<file path="config.mk">
export PLATFORM = sky130hd
export DESIGN_NAME = sync_length_crc16_frame_receiver_flat
export DESIGN_NICKNAME = d
export VERILOG_FILES = /design/src/sv/sljcf_pkg.sv /design/src/sv/sljcf_if.sv /design/src/sv/sljcf_crc.sv /design/src/sv/sljcf_core.sv /design/src/sv/sync_length_crc16_frame_receiver.sv /design/src/flat_wrapper.sv
export SDC_FILE = /design/constraint.sdc
export NUM_CORES = 1
export LEC_CHECK = 0
export BUFFER_PORTS_ARGS = -buffer_cell sky130_fd_sc_hd__buf_4
export CAP_MARGIN = 20
export CORE_MARGIN = 3
export CORE_UTILIZATION = 37
export CTS_CLUSTER_DIAMETER = 30
export CTS_CLUSTER_SIZE = 30
export DETAILED_ROUTE_END_ITERATION = 8
export GPL_TIMING_DRIVEN = 1
export SETUP_SLACK_MARGIN = 0.1
export SYNTH_ARGS = -nofsm -noshare
export SYNTH_HDL_FRONTEND = slang
export SYNTH_SLANG_ARGS = --single-unit
</file>
<file path="constraint.sdc">
create_clock -name clk -period 5.75 [get_ports clk]
set_clock_uncertainty 0.2 [all_clocks]
set_input_delay 0.575 -clock clk [delete_from_list [all_inputs] [get_ports clk]]
set_output_delay 0.575 -clock clk [all_outputs]
set_load 0.1 [all_outputs]
</file>
<file path="src/sv/sljcf_pkg.sv">
// ----------------------------------------------------------------------------
// sljcf_pkg
// shared types, codes and constants of the sync/length/crc16 frame receiver
// ----------------------------------------------------------------------------
`default_nettype none

package sljcf_pkg;

	localparam logic [7:0]  SYNC_FIRST      = 8'h55;
	localparam logic [7:0]  SYNC_SECOND     = 8'hAA;
	localparam logic [15:0] CRC_INIT        = 16'hFFFF;
	localparam logic [15:0] CRC_POLY_REFL   = 16'hA001;
	localparam logic [15:0] TIMEOUT_RESET   = 16'd200;
	localparam logic [15:0] TIMER_MAX       = 16'hFFFF;
	localparam logic [15:0] MIN_LENGTH      = 16'd2;

	typedef enum logic [2:0] {
		PH_HUNT    = 3'd0,
		PH_SYNC1   = 3'd1,
		PH_SYNC2   = 3'd2,
		PH_LENHI   = 3'd3,
		PH_LENLO   = 3'd4,
		PH_CHKHI   = 3'd5,
		PH_DATA    = 3'd6,
		PH_TRAILER = 3'd7
	} phase_t;

	typedef enum logic [2:0] {
		RK_PAYLOAD = 3'd0,
		RK_GOOD    = 3'd1,
		RK_BADCRC  = 3'd2,
		RK_TIMEOUT = 3'd3,
		RK_REJECT  = 3'd4
	} result_kind_t;

	localparam logic KIND_BYTE = 1'b0;
	localparam logic KIND_TICK = 1'b1;

	typedef struct packed {
		logic       kind;
		logic [7:0] rx_byte;
	} item_t;

	typedef struct packed {
		logic [2:0]  result_kind;
		logic [7:0]  payload_byte;
		logic [15:0] byte_index;
		logic [15:0] command_id;
	} result_t;

	// one byte through the reflected crc-16, bit at a time
	function automatic logic [15:0] crc16_byte(input logic [15:0] crc, input logic [7:0] b);
		logic [15:0] c;
		c = crc ^ {8'h00, b};
		for (int k = 0; k < 8; k++) begin
			if (c[0]) begin
				c = (c >> 1) ^ CRC_POLY_REFL;
			end else begin
				c = c >> 1;
			end
		end
		return c;
	endfunction

endpackage

`default_nettype wire

</file>
<file path="src/sv/sljcf_if.sv">
// ----------------------------------------------------------------------------
// sljcf_if
// valid/ready channels for receive items and for results
// ----------------------------------------------------------------------------
`default_nettype none

interface sljcf_rx_if;
	logic       valid;
	logic       ready;
	logic       kind;
	logic [7:0] rx_byte;

	modport source (output valid, output kind, output rx_byte, input ready);
	modport sink   (input valid, input kind, input rx_byte, output ready);
endinterface

interface sljcf_res_if;
	logic        valid;
	logic        ready;
	logic [2:0]  result_kind;
	logic [7:0]  payload_byte;
	logic [15:0] byte_index;
	logic [15:0] command_id;

	modport source (output valid, output result_kind, output payload_byte,
		output byte_index, output command_id, input ready);
	modport sink   (input valid, input result_kind, input payload_byte,
		input byte_index, input command_id, output ready);
endinterface

`default_nettype wire

</file>
<file path="src/sv/sljcf_crc.sv">
// ----------------------------------------------------------------------------
// sljcf_crc
// one-byte crc-16/modbus update
// ----------------------------------------------------------------------------
`default_nettype none

module sljcf_crc (
	input  wire logic [15:0] crc_in,
	input  wire logic [7:0]  data,
	output logic      [15:0] crc_out
);
	import sljcf_pkg::*;

	assign crc_out = crc16_byte(crc_in, data);

endmodule

`default_nettype wire

</file>
<file path="src/sv/sljcf_core.sv">
// ----------------------------------------------------------------------------
// sljcf_core
// frame state machine: sync hunt, length check, payload stream, verdict
// ----------------------------------------------------------------------------
`default_nettype none

module sljcf_core (
	input  wire logic              clk,
	input  wire logic              arst_n,
	input  wire logic              go,
	input  wire sljcf_pkg::item_t  item,
	input  wire logic [15:0]       timeout_ticks,
	output logic                   res_valid,
	output sljcf_pkg::result_t     res
);
	import sljcf_pkg::*;

	phase_t      phase_q, phase_d;
	logic [15:0] frame_length_q, frame_length_d;
	logic [7:0]  check_high_q, check_high_d;
	logic [15:0] bytes_left_q, bytes_left_d;
	logic [15:0] crc_q, crc_d;
	logic [15:0] held_q, held_d;
	logic [15:0] command_q, command_d;
	logic [15:0] timer_q, timer_d;

	logic [15:0] crc_upd;
	logic [15:0] tick_count;
	logic [15:0] comp;
	logic [15:0] idx;
	logic        timed_out;

	sljcf_crc u_crc (
		.crc_in  (crc_q),
		.data    (held_q[15:8]),
		.crc_out (crc_upd)
	);

	assign tick_count = (timer_q != TIMER_MAX) ? timer_q + 16'd1 : timer_q;
	assign timed_out  = (phase_q != PH_HUNT) && (tick_count >= timeout_ticks);
	assign comp       = ~{check_high_q, item.rx_byte};
	assign idx        = frame_length_q - bytes_left_q;

	// next state
	always_comb begin
		phase_d        = phase_q;
		frame_length_d = frame_length_q;
		check_high_d   = check_high_q;
		bytes_left_d   = bytes_left_q;
		crc_d          = crc_q;
		held_d         = held_q;
		command_d      = command_q;
		timer_d        = timer_q;
		if (item.kind == KIND_TICK) begin
			if (phase_q != PH_HUNT) begin
				timer_d = tick_count;
				if (timed_out) begin
					phase_d = PH_HUNT;
				end
			end
		end else begin
			case (phase_q)
				PH_HUNT: begin
					if (item.rx_byte == SYNC_FIRST) begin
						phase_d = PH_SYNC1;
						timer_d = '0;
					end
				end
				PH_SYNC1: begin
					phase_d = (item.rx_byte == SYNC_SECOND) ? PH_SYNC2 : PH_HUNT;
				end
				PH_SYNC2: begin
					frame_length_d = {item.rx_byte, 8'h00};
					phase_d        = PH_LENHI;
				end
				PH_LENHI: begin
					frame_length_d = {frame_length_q[15:8], item.rx_byte};
					phase_d        = PH_LENLO;
				end
				PH_LENLO: begin
					check_high_d = item.rx_byte;
					phase_d      = PH_CHKHI;
				end
				PH_CHKHI: begin
					if (comp != frame_length_q || frame_length_q < MIN_LENGTH) begin
						phase_d = PH_HUNT;
					end else begin
						bytes_left_d = frame_length_q;
						crc_d        = CRC_INIT;
						held_d       = '0;
						command_d    = '0;
						phase_d      = PH_DATA;
					end
				end
				PH_DATA: begin
					if (idx >= 16'd2) begin
						crc_d = crc_upd;
					end
					held_d = {held_q[7:0], item.rx_byte};
					if (idx == 16'd0) begin
						command_d = {item.rx_byte, 8'h00};
					end else if (idx == 16'd1) begin
						command_d = {command_q[15:8], item.rx_byte};
					end
					bytes_left_d = bytes_left_q - 16'd1;
					if (bytes_left_q == 16'd1) begin
						phase_d = PH_TRAILER;
					end
				end
				default: begin
					phase_d = PH_HUNT;
				end
			endcase
		end
	end

	// result
	always_comb begin
		res_valid = 1'b0;
		res       = '0;
		if (item.kind == KIND_TICK) begin
			if (timed_out) begin
				res_valid       = 1'b1;
				res.result_kind = RK_TIMEOUT;
			end
		end else begin
			case (phase_q)
				PH_CHKHI: begin
					if (comp == frame_length_q && frame_length_q < MIN_LENGTH) begin
						res_valid       = 1'b1;
						res.result_kind = RK_REJECT;
					end
				end
				PH_DATA: begin
					res_valid        = 1'b1;
					res.result_kind  = RK_PAYLOAD;
					res.payload_byte = item.rx_byte;
					res.byte_index   = idx;
				end
				PH_TRAILER: begin
					res_valid = 1'b1;
					if (crc_q == held_q) begin
						res.result_kind = RK_GOOD;
						res.command_id  = command_q;
					end else begin
						res.result_kind = RK_BADCRC;
					end
				end
				default: begin
					res_valid = 1'b0;
				end
			endcase
		end
	end

	always_ff @(posedge clk or negedge arst_n) begin
		if (!arst_n) begin
			phase_q        <= PH_HUNT;
			frame_length_q <= '0;
			check_high_q   <= '0;
			bytes_left_q   <= '0;
			crc_q          <= CRC_INIT;
			held_q         <= '0;
			command_q      <= '0;
			timer_q        <= '0;
		end else if (go) begin
			phase_q        <= phase_d;
			frame_length_q <= frame_length_d;
			check_high_q   <= check_high_d;
			bytes_left_q   <= bytes_left_d;
			crc_q          <= crc_d;
			held_q         <= held_d;
			command_q      <= command_d;
			timer_q        <= timer_d;
		end
	end

endmodule

`default_nettype wire

</file>
<file path="src/sv/sync_length_crc16_frame_receiver.sv">
// ----------------------------------------------------------------------------
// sync_length_crc16_frame_receiver
// serial frame receiver with sync, checked length and crc-16/modbus trailer
// ----------------------------------------------------------------------------
// Takes one beat per clock: a received byte or a timer tick. Frames are
// 0x55 0xAA, length (big-endian), its complement, then the payload whose last
// two bytes are a big-endian crc-16/modbus over the rest. Each payload byte
// comes out as its own result beat with its index; one byte after the payload
// yields the verdict (good with command id, or crc bad). Ticks abort an open
// frame after timeout_ticks, lengths below two are rejected. Sustained rate is
// one item per clock unless the result channel pushes back. An item is held
// in the input register, then the core's state update and the output register
// load of its result beat happen together when it moves on. Backpressure on
// the result channel stalls the input register and, through it, rx.ready.
`default_nettype none

module sync_length_crc16_frame_receiver (
	input  wire logic        clk,
	input  wire logic        arst_n,
	input  wire logic        cfg_we,
	input  wire logic [15:0] cfg_wdata,
	sljcf_rx_if.sink         rx,
	sljcf_res_if.source      result
);
	import sljcf_pkg::*;

	// timeout register
	logic [15:0] timeout_q;

	// input register stage
	logic        valid_s1;
	item_t       item_s1;

	// output register
	logic        out_valid_q;
	result_t     out_q;

	// core interface
	logic        advance;
	logic        core_valid;
	result_t     core_res;

	// the item in s1 moves on when the output register is free or draining
	assign advance  = valid_s1 && (!out_valid_q || result.ready);
	assign rx.ready = !valid_s1 || advance;

	always_ff @(posedge clk or negedge arst_n) begin
		if (!arst_n) begin
			timeout_q <= TIMEOUT_RESET;
		end else if (cfg_we) begin
			timeout_q <= cfg_wdata;
		end
	end

	always_ff @(posedge clk or negedge arst_n) begin
		if (!arst_n) begin
			valid_s1 <= 1'b0;
		end else if (rx.ready) begin
			valid_s1 <= rx.valid;
		end
	end

	// payload needs no reset
	always_ff @(posedge clk) begin
		if (rx.valid && rx.ready) begin
			item_s1.kind    <= rx.kind;
			item_s1.rx_byte <= rx.rx_byte;
		end
	end

	sljcf_core u_core (
		.clk           (clk),
		.arst_n        (arst_n),
		.go            (advance),
		.item          (item_s1),
		.timeout_ticks (timeout_q),
		.res_valid     (core_valid),
		.res           (core_res)
	);

	// result beat register
	always_ff @(posedge clk or negedge arst_n) begin
		if (!arst_n) begin
			out_valid_q <= 1'b0;
		end else if (advance) begin
			out_valid_q <= core_valid;
		end else if (result.ready) begin
			out_valid_q <= 1'b0;
		end
	end

	always_ff @(posedge clk) begin
		if (advance && core_valid) begin
			out_q <= core_res;
		end
	end

	assign result.valid        = out_valid_q;
	assign result.result_kind  = out_q.result_kind;
	assign result.payload_byte = out_q.payload_byte;
	assign result.byte_index   = out_q.byte_index;
	assign result.command_id   = out_q.command_id;

	// a produced result always lands in the output register
	a_result_lands: assert property (@(posedge clk) disable iff (!arst_n)
		advance && core_valid |=> result.valid)
		else $error("core result not registered");

	// input is only held off while a beat waits in s1 behind a pending result
	a_ready_hold: assert property (@(posedge clk) disable iff (!arst_n)
		!rx.ready |-> valid_s1 && out_valid_q && !result.ready)
		else $error("input stalled without cause");

	// a waiting result is never overwritten
	a_no_overwrite: assert property (@(posedge clk) disable iff (!arst_n)
		out_valid_q && !result.ready |-> !advance)
		else $error("pending result overwritten");

endmodule

`default_nettype wire
</file>
<file path="src/flat_wrapper.sv">
// flat-port wrapper written by rule: the top's interface ports become plain ports
module sync_length_crc16_frame_receiver_flat import sljcf_pkg::*;
  (clk, arst_n, cfg_we, cfg_wdata, rx_valid, rx_kind, rx_rx_byte, rx_ready, result_valid, result_result_kind, result_payload_byte, result_byte_index, result_command_id, result_ready);
  sljcf_rx_if rx_i ();
  sljcf_res_if result_i ();
  input  wire logic clk;
  input  wire logic arst_n;
  input  wire logic cfg_we;
  input  wire logic [15:0] cfg_wdata;
  input wire logic [$bits(rx_i.valid)-1:0] rx_valid;
  input wire logic [$bits(rx_i.kind)-1:0] rx_kind;
  input wire logic [$bits(rx_i.rx_byte)-1:0] rx_rx_byte;
  output wire logic [$bits(rx_i.ready)-1:0] rx_ready;
  output wire logic [$bits(result_i.valid)-1:0] result_valid;
  output wire logic [$bits(result_i.result_kind)-1:0] result_result_kind;
  output wire logic [$bits(result_i.payload_byte)-1:0] result_payload_byte;
  output wire logic [$bits(result_i.byte_index)-1:0] result_byte_index;
  output wire logic [$bits(result_i.command_id)-1:0] result_command_id;
  input wire logic [$bits(result_i.ready)-1:0] result_ready;
  assign rx_i.valid = rx_valid;
  assign rx_i.kind = rx_kind;
  assign rx_i.rx_byte = rx_rx_byte;
  assign rx_ready = rx_i.ready;
  assign result_valid = result_i.valid;
  assign result_result_kind = result_i.result_kind;
  assign result_payload_byte = result_i.payload_byte;
  assign result_byte_index = result_i.byte_index;
  assign result_command_id = result_i.command_id;
  assign result_i.ready = result_ready;
  sync_length_crc16_frame_receiver u_core (.clk(clk), .arst_n(arst_n), .cfg_we(cfg_we), .cfg_wdata(cfg_wdata), .rx(rx_i), .result(result_i));
endmodule
</file>
==> out/results.txt, run 1 <==
The main flop type after synthesis is dfrtp_1. The run gives 0 as the max-cap check violation count. The number of nets handed over by synthesis was 985. The mean instance size in the synthesized netlist was 10.3 um2. The number of global-route vias before repair was 6650. The post-route worst setup slack came out at 0.890 ns. The run finished with clean final reports. The die height was 166 um; the max-slew headroom at the worst pin was 0.422. The initial antenna violation count came out at 0.

Along the worst path, the maximum fanout reaches 43. The path type of the worst setup path is reg2reg. The max-slew violation count is 0. For the total of warnings raised by yosys, the log shows 0.

After floorplanning, the core was sized to cover 24700 um2. For the number of failing hold endpoints at the final stage, the log shows 0. The biggest area contributor in the post-synthesis netlist is dfrtp_1. For the final net count, the log shows 1033.

In the routed design, unresolved DRC markers number 0. The area share of the largest cell type after synthesis is 0.281. The worst setup path is launched from a flop. The count of TritonRoute iterations in the first routing pass is 5, and the clock-pin slew reported for the worst setup and hold paths after clock tree synthesis is 0.07 ns. The timing-limited maximum frequency is 206 MHz.

The count of flip-flops with a built-in enable after synthesis was 52; the share of the yosys chip area belonging to registers was 0.499. The logs give 0.889 ns for the worst setup timing slack at the placement stage and 9440 um2 for the summed instance area of the synthesized netlist. The minimum period implied by the final worst setup slack came out at 4.86 ns. The count of buffers added on input and output ports is 74. The root buffer cell chosen for the clock tree is clkbuf_16. After detailed routing, the average wire length per cell comes to 16.7 um.

The worst register-to-register path begins at u_core.u_core.timer_q[2]. The run gives 2387 as the fill cell total of the finished layout. The initial standard-cell utilization of the core is 0.383, and the post-synthesis register bit count is 177. The actual transition at the worst max-transition pin was 0.867 ns. Type of element capturing the critical path: a flop.

Setup repair after global routing left no endpoint under its margin. Share of post-route cells with drive strength above 1: 0.160. TritonCTS built the clock tree. Data on the critical path is required at its endpoint by 5.62 ns. The synthesized netlist cell count is 920, and the maximum number of pins on one net before global-route repair is 69.

Fraction of synthesis flops using an asynchronous set or reset pin: 0.706. Dividing total power by cell area gives a power density of 259 nW/um2. The layout overhead on the synthesized area is 14.4%, and the via total after detailed routing is 6914. For this block, the routed nets add up to 21.8 mm of wire. STA puts the critical path data arrival time at 4.73 ns.

The final period utilization is 0.845, and the peak ir drop on the vdd network is 148 uV. The number of buffers added for setup after CTS was 0; the I/O pin total was 75. The tightest min-delay check is of the in2async type. The reported leakage power was 4.79 nW. For the final routed database, the setup TNS stands at 0 ns. In this run the number of H-tree levels came out at 4.

For the total routing resource utilization after global routing, the log shows 0.159. The total overflow reported by the global router is 0, and the count of different cell masters after synthesis is 64. Remaining number of nets flagged by the antenna check after routing: 0. The maximum number of buffers from clock root to sink is 2.

The final weighted congestion in routability-driven placement was 0.800; the number of DRC markers in iteration 0 was 640. The floorplan step defined a die boundary enclosing 27500 um2. In the post-synthesis netlist, the biggest area contributors are dfrtp_1 (28%), edfxtp_1 (17%), dfstp_2 (5.3%). The commonest cells after synthesis are dfrtp_1 (106), nand2_1 (83), o21ai_0 (76). The diode insertion count for antenna repair was 0. In this run the register-to-register setup slack is 0.89 ns. The worst register-to-register path ends at u_core.result.byte_index[13]. The ratio of routed vias to standard cells is 5.30, and the insertion delay of the later-clocked pin in the worst-skew pair is 0.43 ns.

The tools report the setup-violating endpoint count in the final report as 0. The wire-length estimate of the detail-placed layout is 15.4 mm. Once the clock tree was built, the resizer swapped 0 gates to a different size. The most repeated cell in the gate-level netlist after synthesis was dfrtp_1.

The cts-stage hold buffer count is 0, and the total clock buffers created by CTS is 17. Counting cells, the worst reg-to-reg path comes to 15. The logs give 57 for the placement row count and 35.9 mm for the global-route wire length before repair.

The x dimension of the die is 166 um, and the number of clock sinks is 177.
-- how the worst max path moves through the flow --
| stage | from | depth (start not counted) | end |
|---|---|---|---|
| after floorplan | u_core.u_core.timer_q[2] | 18 | u_core.result.byte_index[0] |
| final | u_core.u_core.timer_q[2] | 15 | u_core.result.byte_index[13] |
| after global placement | u_core.u_core.timer_q[2] | 15 | u_core.result.byte_index[0] |
| after detailed placement | u_core.u_core.timer_q[2] | 15 | u_core.result.byte_index[10] |
| after global routing | u_core.u_core.timer_q[2] | 15 | u_core.result.byte_index[7] |
| after CTS | u_core.u_core.timer_q[2] | 15 | u_core.result.byte_index[10] |
-- metrics by stage --
step	hold slack [ns]	utilization	instances	total power, mW	instance area [um2]
after global routing	0.0936	0.438	1305	2.93	10800
after CTS	0.0790	0.438	1305	2.83	10800
after detailed placement	0.285	0.415	1273	1.71	10300
after global placement	0.262	0.415	1273	1.71	10300
final	0.0547	0.438	1305	2.79	10800
after floorplan	0.0794	-	920	1.61	9450
-- routing by layer --
layer / vias up / share of wire / GRT usage / routed length (um)
met2: 150 / 0.43 / 0.228 / 9360
met5: - / 0 / 0 / 0
met4: 0 / 0.016 / 0.0459 / 340
met3: 23 / 0.046 / 0.0293 / 1010
met1: 3344 / 0.51 / 0.244 / 11100
li1: 3397 / - / - / -
-- critical path: stages, from the launching register on --
cell	delay (ns)
dfrtp_1	0.47
and4_1	0.24
and2_1	0.22
and4_1	0.29
nand4_1	0.32
nor2b_1	0.51
nand4_1	0.23
xnor2_1	0.17
ha_1	0.27
o21a_1	0.10
o21ai_0	0.06
o21bai_1	0.19
a211oi_1	0.11
o31a_1	0.39
o22ai_4	0.20
buf_4	0.49
-- where the power goes --
group	switching, mW	internal, mW
logic	0.166	0.121
registers	0.0682	1.33
clock network	0.514	0.595
total	0.749	2.05
-- kinds of logic after synthesis --
group | share of synthesized area
DFF | 0.499
AOI/OAI and AO/OA | 0.166
buffers and inverters | 0.0403
and+or+nand+nor | 0.153
adders and majority gates | 0.0472
muxes | 0.0257
xor gates and xnor gates | 0.0686
-- layout make-up --
class,count,area (um2),area share
Sequential cell,177,4710,0.436
Multi-Input combinational cell,647,4360,0.404
Timing Repair Buffer,80,601,0.0556
Clock buffer,21,465,0.0431
Tap cell,324,405,0.0375
Inverter,45,169,0.0156
Clock inverter,11,88.8,0.00822
-- sequential cells by signal, indices dropped and copies added, names as in the netlist --
register                      flops
u_core.u_core.bytes_left_q       16
u_core.u_core.held_q             16
u_core.result.payload_byte        8
u_core.item_s1                    9
u_core.result.byte_index         16
u_core.u_core.frame_length_q     16
u_core.valid_s1                   1
u_core.u_core.phase_q             3
u_core.result.result_kind         3
u_core.result.valid               1
u_core.timeout_q                 16
u_core.u_core.timer_q            16
u_core.result.command_id         16
u_core.u_core.command_q          16
u_core.u_core.crc_q              16
u_core.u_core.check_high_q        8
-- placed cells by master (no fill, tap or decap), types with 3 or more instances in the layout --
| cell | count |
|---|---|
| dfrtp_1 | 106 |
| nand2_1 | 83 |
| buf_4 | 80 |
| o21ai_0 | 76 |
| nor2_1 | 57 |
| xnor2_1 | 56 |
| edfxtp_1 | 52 |
| inv_1 | 45 |
| and2_1 | 34 |
| a21oi_1 | 34 |
| ha_1 | 34 |
| a22o_1 | 29 |
| nand4_1 | 24 |
| dfstp_2 | 19 |
| xor2_1 | 18 |
| mux2_2 | 18 |
| clkbuf_16 | 18 |
| nand3_1 | 17 |
| nor3_1 | 17 |
| nand2b_1 | 11 |
| a21o_1 | 11 |
| a2bb2oi_1 | 10 |
| nor4_1 | 9 |
| o31ai_1 | 9 |
| nor2b_1 | 7 |
| a211oi_1 | 7 |
| and3_1 | 7 |
| o21a_1 | 6 |
| o22ai_1 | 6 |
| a31oi_1 | 6 |
| o22a_1 | 6 |
| nand3b_1 | 5 |
| a22oi_1 | 5 |
| mux2i_1 | 4 |
| inv_6 | 4 |
| and4_1 | 3 |
| o21bai_1 | 3 |
| a211o_1 | 3 |
| inv_4 | 3 |
(Power assumes the default switching activity.)
==> inputs of run 2 (changes only) <==
==> constraint.sdc (replaced) <==
create_clock -name clk -period 3.9 [get_ports clk]
set_clock_uncertainty 0.2 [all_clocks]
set_input_delay 0.39 -clock clk [delete_from_list [all_inputs] [get_ports clk]]
set_output_delay 0.39 -clock clk [all_outputs]
set_load 0.1 [all_outputs]
==> run 2 against run 1 <==
  * The run now ends with setup timing left
  * Combinational power is 130% higher
  * Register-to-register slack worse by 0.94 ns
  * Total power grew 52%
  * Sequential power up 43%
  * Hold slack gained 0.020 ns
  * Highest routed layer unchanged
==> out/results.txt, run 2 (same netlist as run 1, synthesis figures left out) <==
The flow ran to the end, but the final reports show violations. The path type of the worst setup path was reg2reg. The initial standard-cell utilization of the core came out at 0.383 (unchanged).

The detail-routed net length per standard cell is 16.8 um (+0.52%), and the placeable core region is 24700 um2 (unchanged). The top cell types in the final layout, fill and taps aside, are buf_4 (136), dfrtp_1 (106), nand2_1 (81), o21ai_0 (75), nor2_1 (56). The max-cap check violation count came out at 0 (unchanged). The setup-violating endpoint count in the final report was 44 (+44). STA classifies the critical path endpoint as a flop. The run gives -0.0513 ns (-0.942 ns) as the post-route worst setup slack.

The ratio of routed vias to standard cells works out to 5.25 (-0.90%). The maximum number of pins on one net before global-route repair is 87 (+26%), and the overall routed net length is 23.5 mm (+7.8%). The clock-pin slew reported for the worst setup and hold paths after clock tree synthesis was 0.07 ns (about the same); the via total after detailed routing was 7345 (+6.2%). The run gives 0 (unchanged) as the diode insertion count for antenna repair. The fraction of power spent switching nets is 0.272 (+0.00448). TritonCTS built the clock tree. The placement row count is 57 (unchanged), and the number of failing hold endpoints at the final stage is 0 (unchanged). The max-slew headroom at the worst pin came out at 0.549 (+0.127). Top fanout value on the critical path: 6 (-86%). The share of post-route cells with drive strength above 1 works out to 0.233 (+0.0725). For the die area, the log shows 27500 um2 (unchanged). The maximum number of buffers from clock root to sink is 2 (unchanged). The checks that failed: setup timing. The run gives 0.479 (+0.0415) as the final design utilization. The logs give 75 (unchanged) for the I/O pin total and 1399 (+7.2%) for the non-filler instance count after layout. The number of global-route vias before repair is 7115 (+7.0%).

The count of input and output buffers came out at 74 (unchanged). The total DRC errors in the routed layout is 0 (unchanged), and the power per standard cell area is 359 nW/um2 (+39%). The path class of the tightest hold or removal check is in2reg. Most frequent standard cell in the layout excluding fill and tap cells: buf_4.

For the total overflow reported by the global router, the log shows 0 (unchanged). The depth of the most critical reg-to-reg path is 17 (+2). Setup repair after global routing could not meet its margin everywhere. The proportion of power drawn by flip-flops and latches was 0.471 (-0.029); the total half-perimeter wirelength after legalization and detailed placement was 15.9 mm (+2.9%).

Cell-internal power: 3.09 mW (+51%). The logic gate share of total power was 0.155 (+0.052); the worst setup timing slack at the placement stage was -0.0915 ns (-0.980 ns). The global-route wire length before repair is 37.7 mm (+4.9%), and the minimum period implied by the final worst setup slack is 3.95 ns (-0.908 ns).

The tools report the reported leakage power as 5.33 nW (+11%). The tools report the initial antenna violation count as 0 (unchanged). The final net count came out at 1127 (+9.1%). The x dimension of the die was 166 um (unchanged).

The run gives 253 MHz (+23%) as the timing-limited maximum frequency. The final period utilization is 1.01 (+0.168). Layout overhead on the synthesized area: 25.3%. The total clock buffers created by CTS was 17 (unchanged); the total routing resource utilization after global routing was 0.166 (+0.00756). The run gives 177 (unchanged) as the number of clock sinks. The insertion delay of the later-clocked pin in the worst-skew pair was 0.43 ns (about the same).

The worst setup path is launched from a flop. The logs give 0 (unchanged) for the max-slew violation count and 3.89 ns (-1.73 ns) for the required time of the critical path. The root buffer cell chosen for the clock tree is clkbuf_16. Switching component of the power: 1.16 mW (+55%). The peak ir drop on the vdd network was 273 uV (+85%); the arrival time reported for the critical path endpoint was 3.94 ns (-0.79 ns). The clock network fraction of total power was 0.374 (-0.023); the final weighted congestion in routability-driven placement was 0.839 (+4.9%).

For the number of cells in the design after placement, the log shows 1315 (+3.3%). The logs give 576 (-10%) for the number of DRC markers in iteration 0 and 0 (unchanged) for the remaining number of nets flagged by the antenna check after routing. The actual transition at the worst max-transition pin is 0.674 ns (-0.194 ns). Counting instances, the worst hold path has a depth of 3. The count of TritonRoute iterations in the first routing pass came out at 5 (unchanged).

The total power consumption of the routed design is 4.25 mW (+52%), and the die height is 166 um (unchanged). The tools report the level count of the clock H-tree as 4 (unchanged).
==> run 2: per-layer routing <==
layer	global-route usage	share of wire	vias up
met5	0	0	-
li1	-	-	3578
met1	0.236	0.47	3579
met4	0.0474	0.019	0
met2	0.261	0.47	158
met3	0.0324	0.039	30
==> run 2: final timing paths <==
check                                           endpoint  slack (ns)                          start
setup reg to reg            u_core.result.result_kind[0]       -0.05       u_core.u_core.timer_q[3]
setup / recovery            u_core.result.result_kind[0]       -0.05       u_core.u_core.timer_q[3]
hold / removal                           u_core.valid_s1        0.08                   result_ready
min in group asynchronous        u_core.u_core.held_q[9]        0.27                         arst_n
hold reg to reg            u_core.u_core.bytes_left_q[1]        0.29  u_core.u_core.bytes_left_q[1]
max in group asynchronous  u_core.u_core.check_high_q[2]        2.38                         arst_n
==> run 2: power groups by stage <==
stage          Sequential [mW]  Combinational, mW  Clock, mW
6_report                  2.00              0.660       1.59
5_1_grt                   2.01              0.727       1.71
4_1_cts                   2.00              0.619       1.62
3_5_place_dp              2.04              0.544          0
3_3_place_gp              2.04              0.538          0
2_1_floorplan             2.02              0.360          0
==> run 2: what timing repair did <==
action / 4_1_cts / 5_1_grt
endpoints found under the setup margin: 58 / 79
endpoints found under the hold margin: 54 / 0
buffers inserted: 16 / 6
resized for setup: 6 / 27
gates cloned: 0 / 5
pin swaps: 2 / 17
hold buffers: 27 / 0
==> run 2: critical path: stages, from the launching register on <==
cell       delay, ns
dfrtp_1         0.34
and4_1          0.21
and2_4          0.15
and4_4          0.21
nand4_1         0.16
buf_4           0.21
mux2i_2         0.21
inv_1           0.07
ha_1            0.29
a21o_1          0.16
a21o_1          0.16
a2111oi_2       0.29
o21bai_1        0.17
a211oi_2        0.20
o31a_1          0.24
o22ai_4         0.10
buf_12          0.17
clkbuf_16       0.16
==> run 2: area by class of cell <==
type	count	area (um2)
sequential	177	4710
tap	324	405
multi-input combinational	647	4510
clock buffer	19	433
inverter	45	169
clock inverter	13	101
fill	2267	12800
timing repair buffer	174	1500
==> run 2: stage by stage <==
step / instance area [um2] / hold slack [ns] / setup TNS (ns)
2_1_floorplan: 9480 / -0.106 / -20.37
3_3_place_gp: 10600 / 0.205 / -0.0387
3_5_place_dp: 10600 / 0.213 / -3.75
4_1_cts: 11500 / 0.0752 / 0
5_1_grt: 11800 / 0.0987 / -7.61
6_report: 11800 / 0.0751 / -1.28
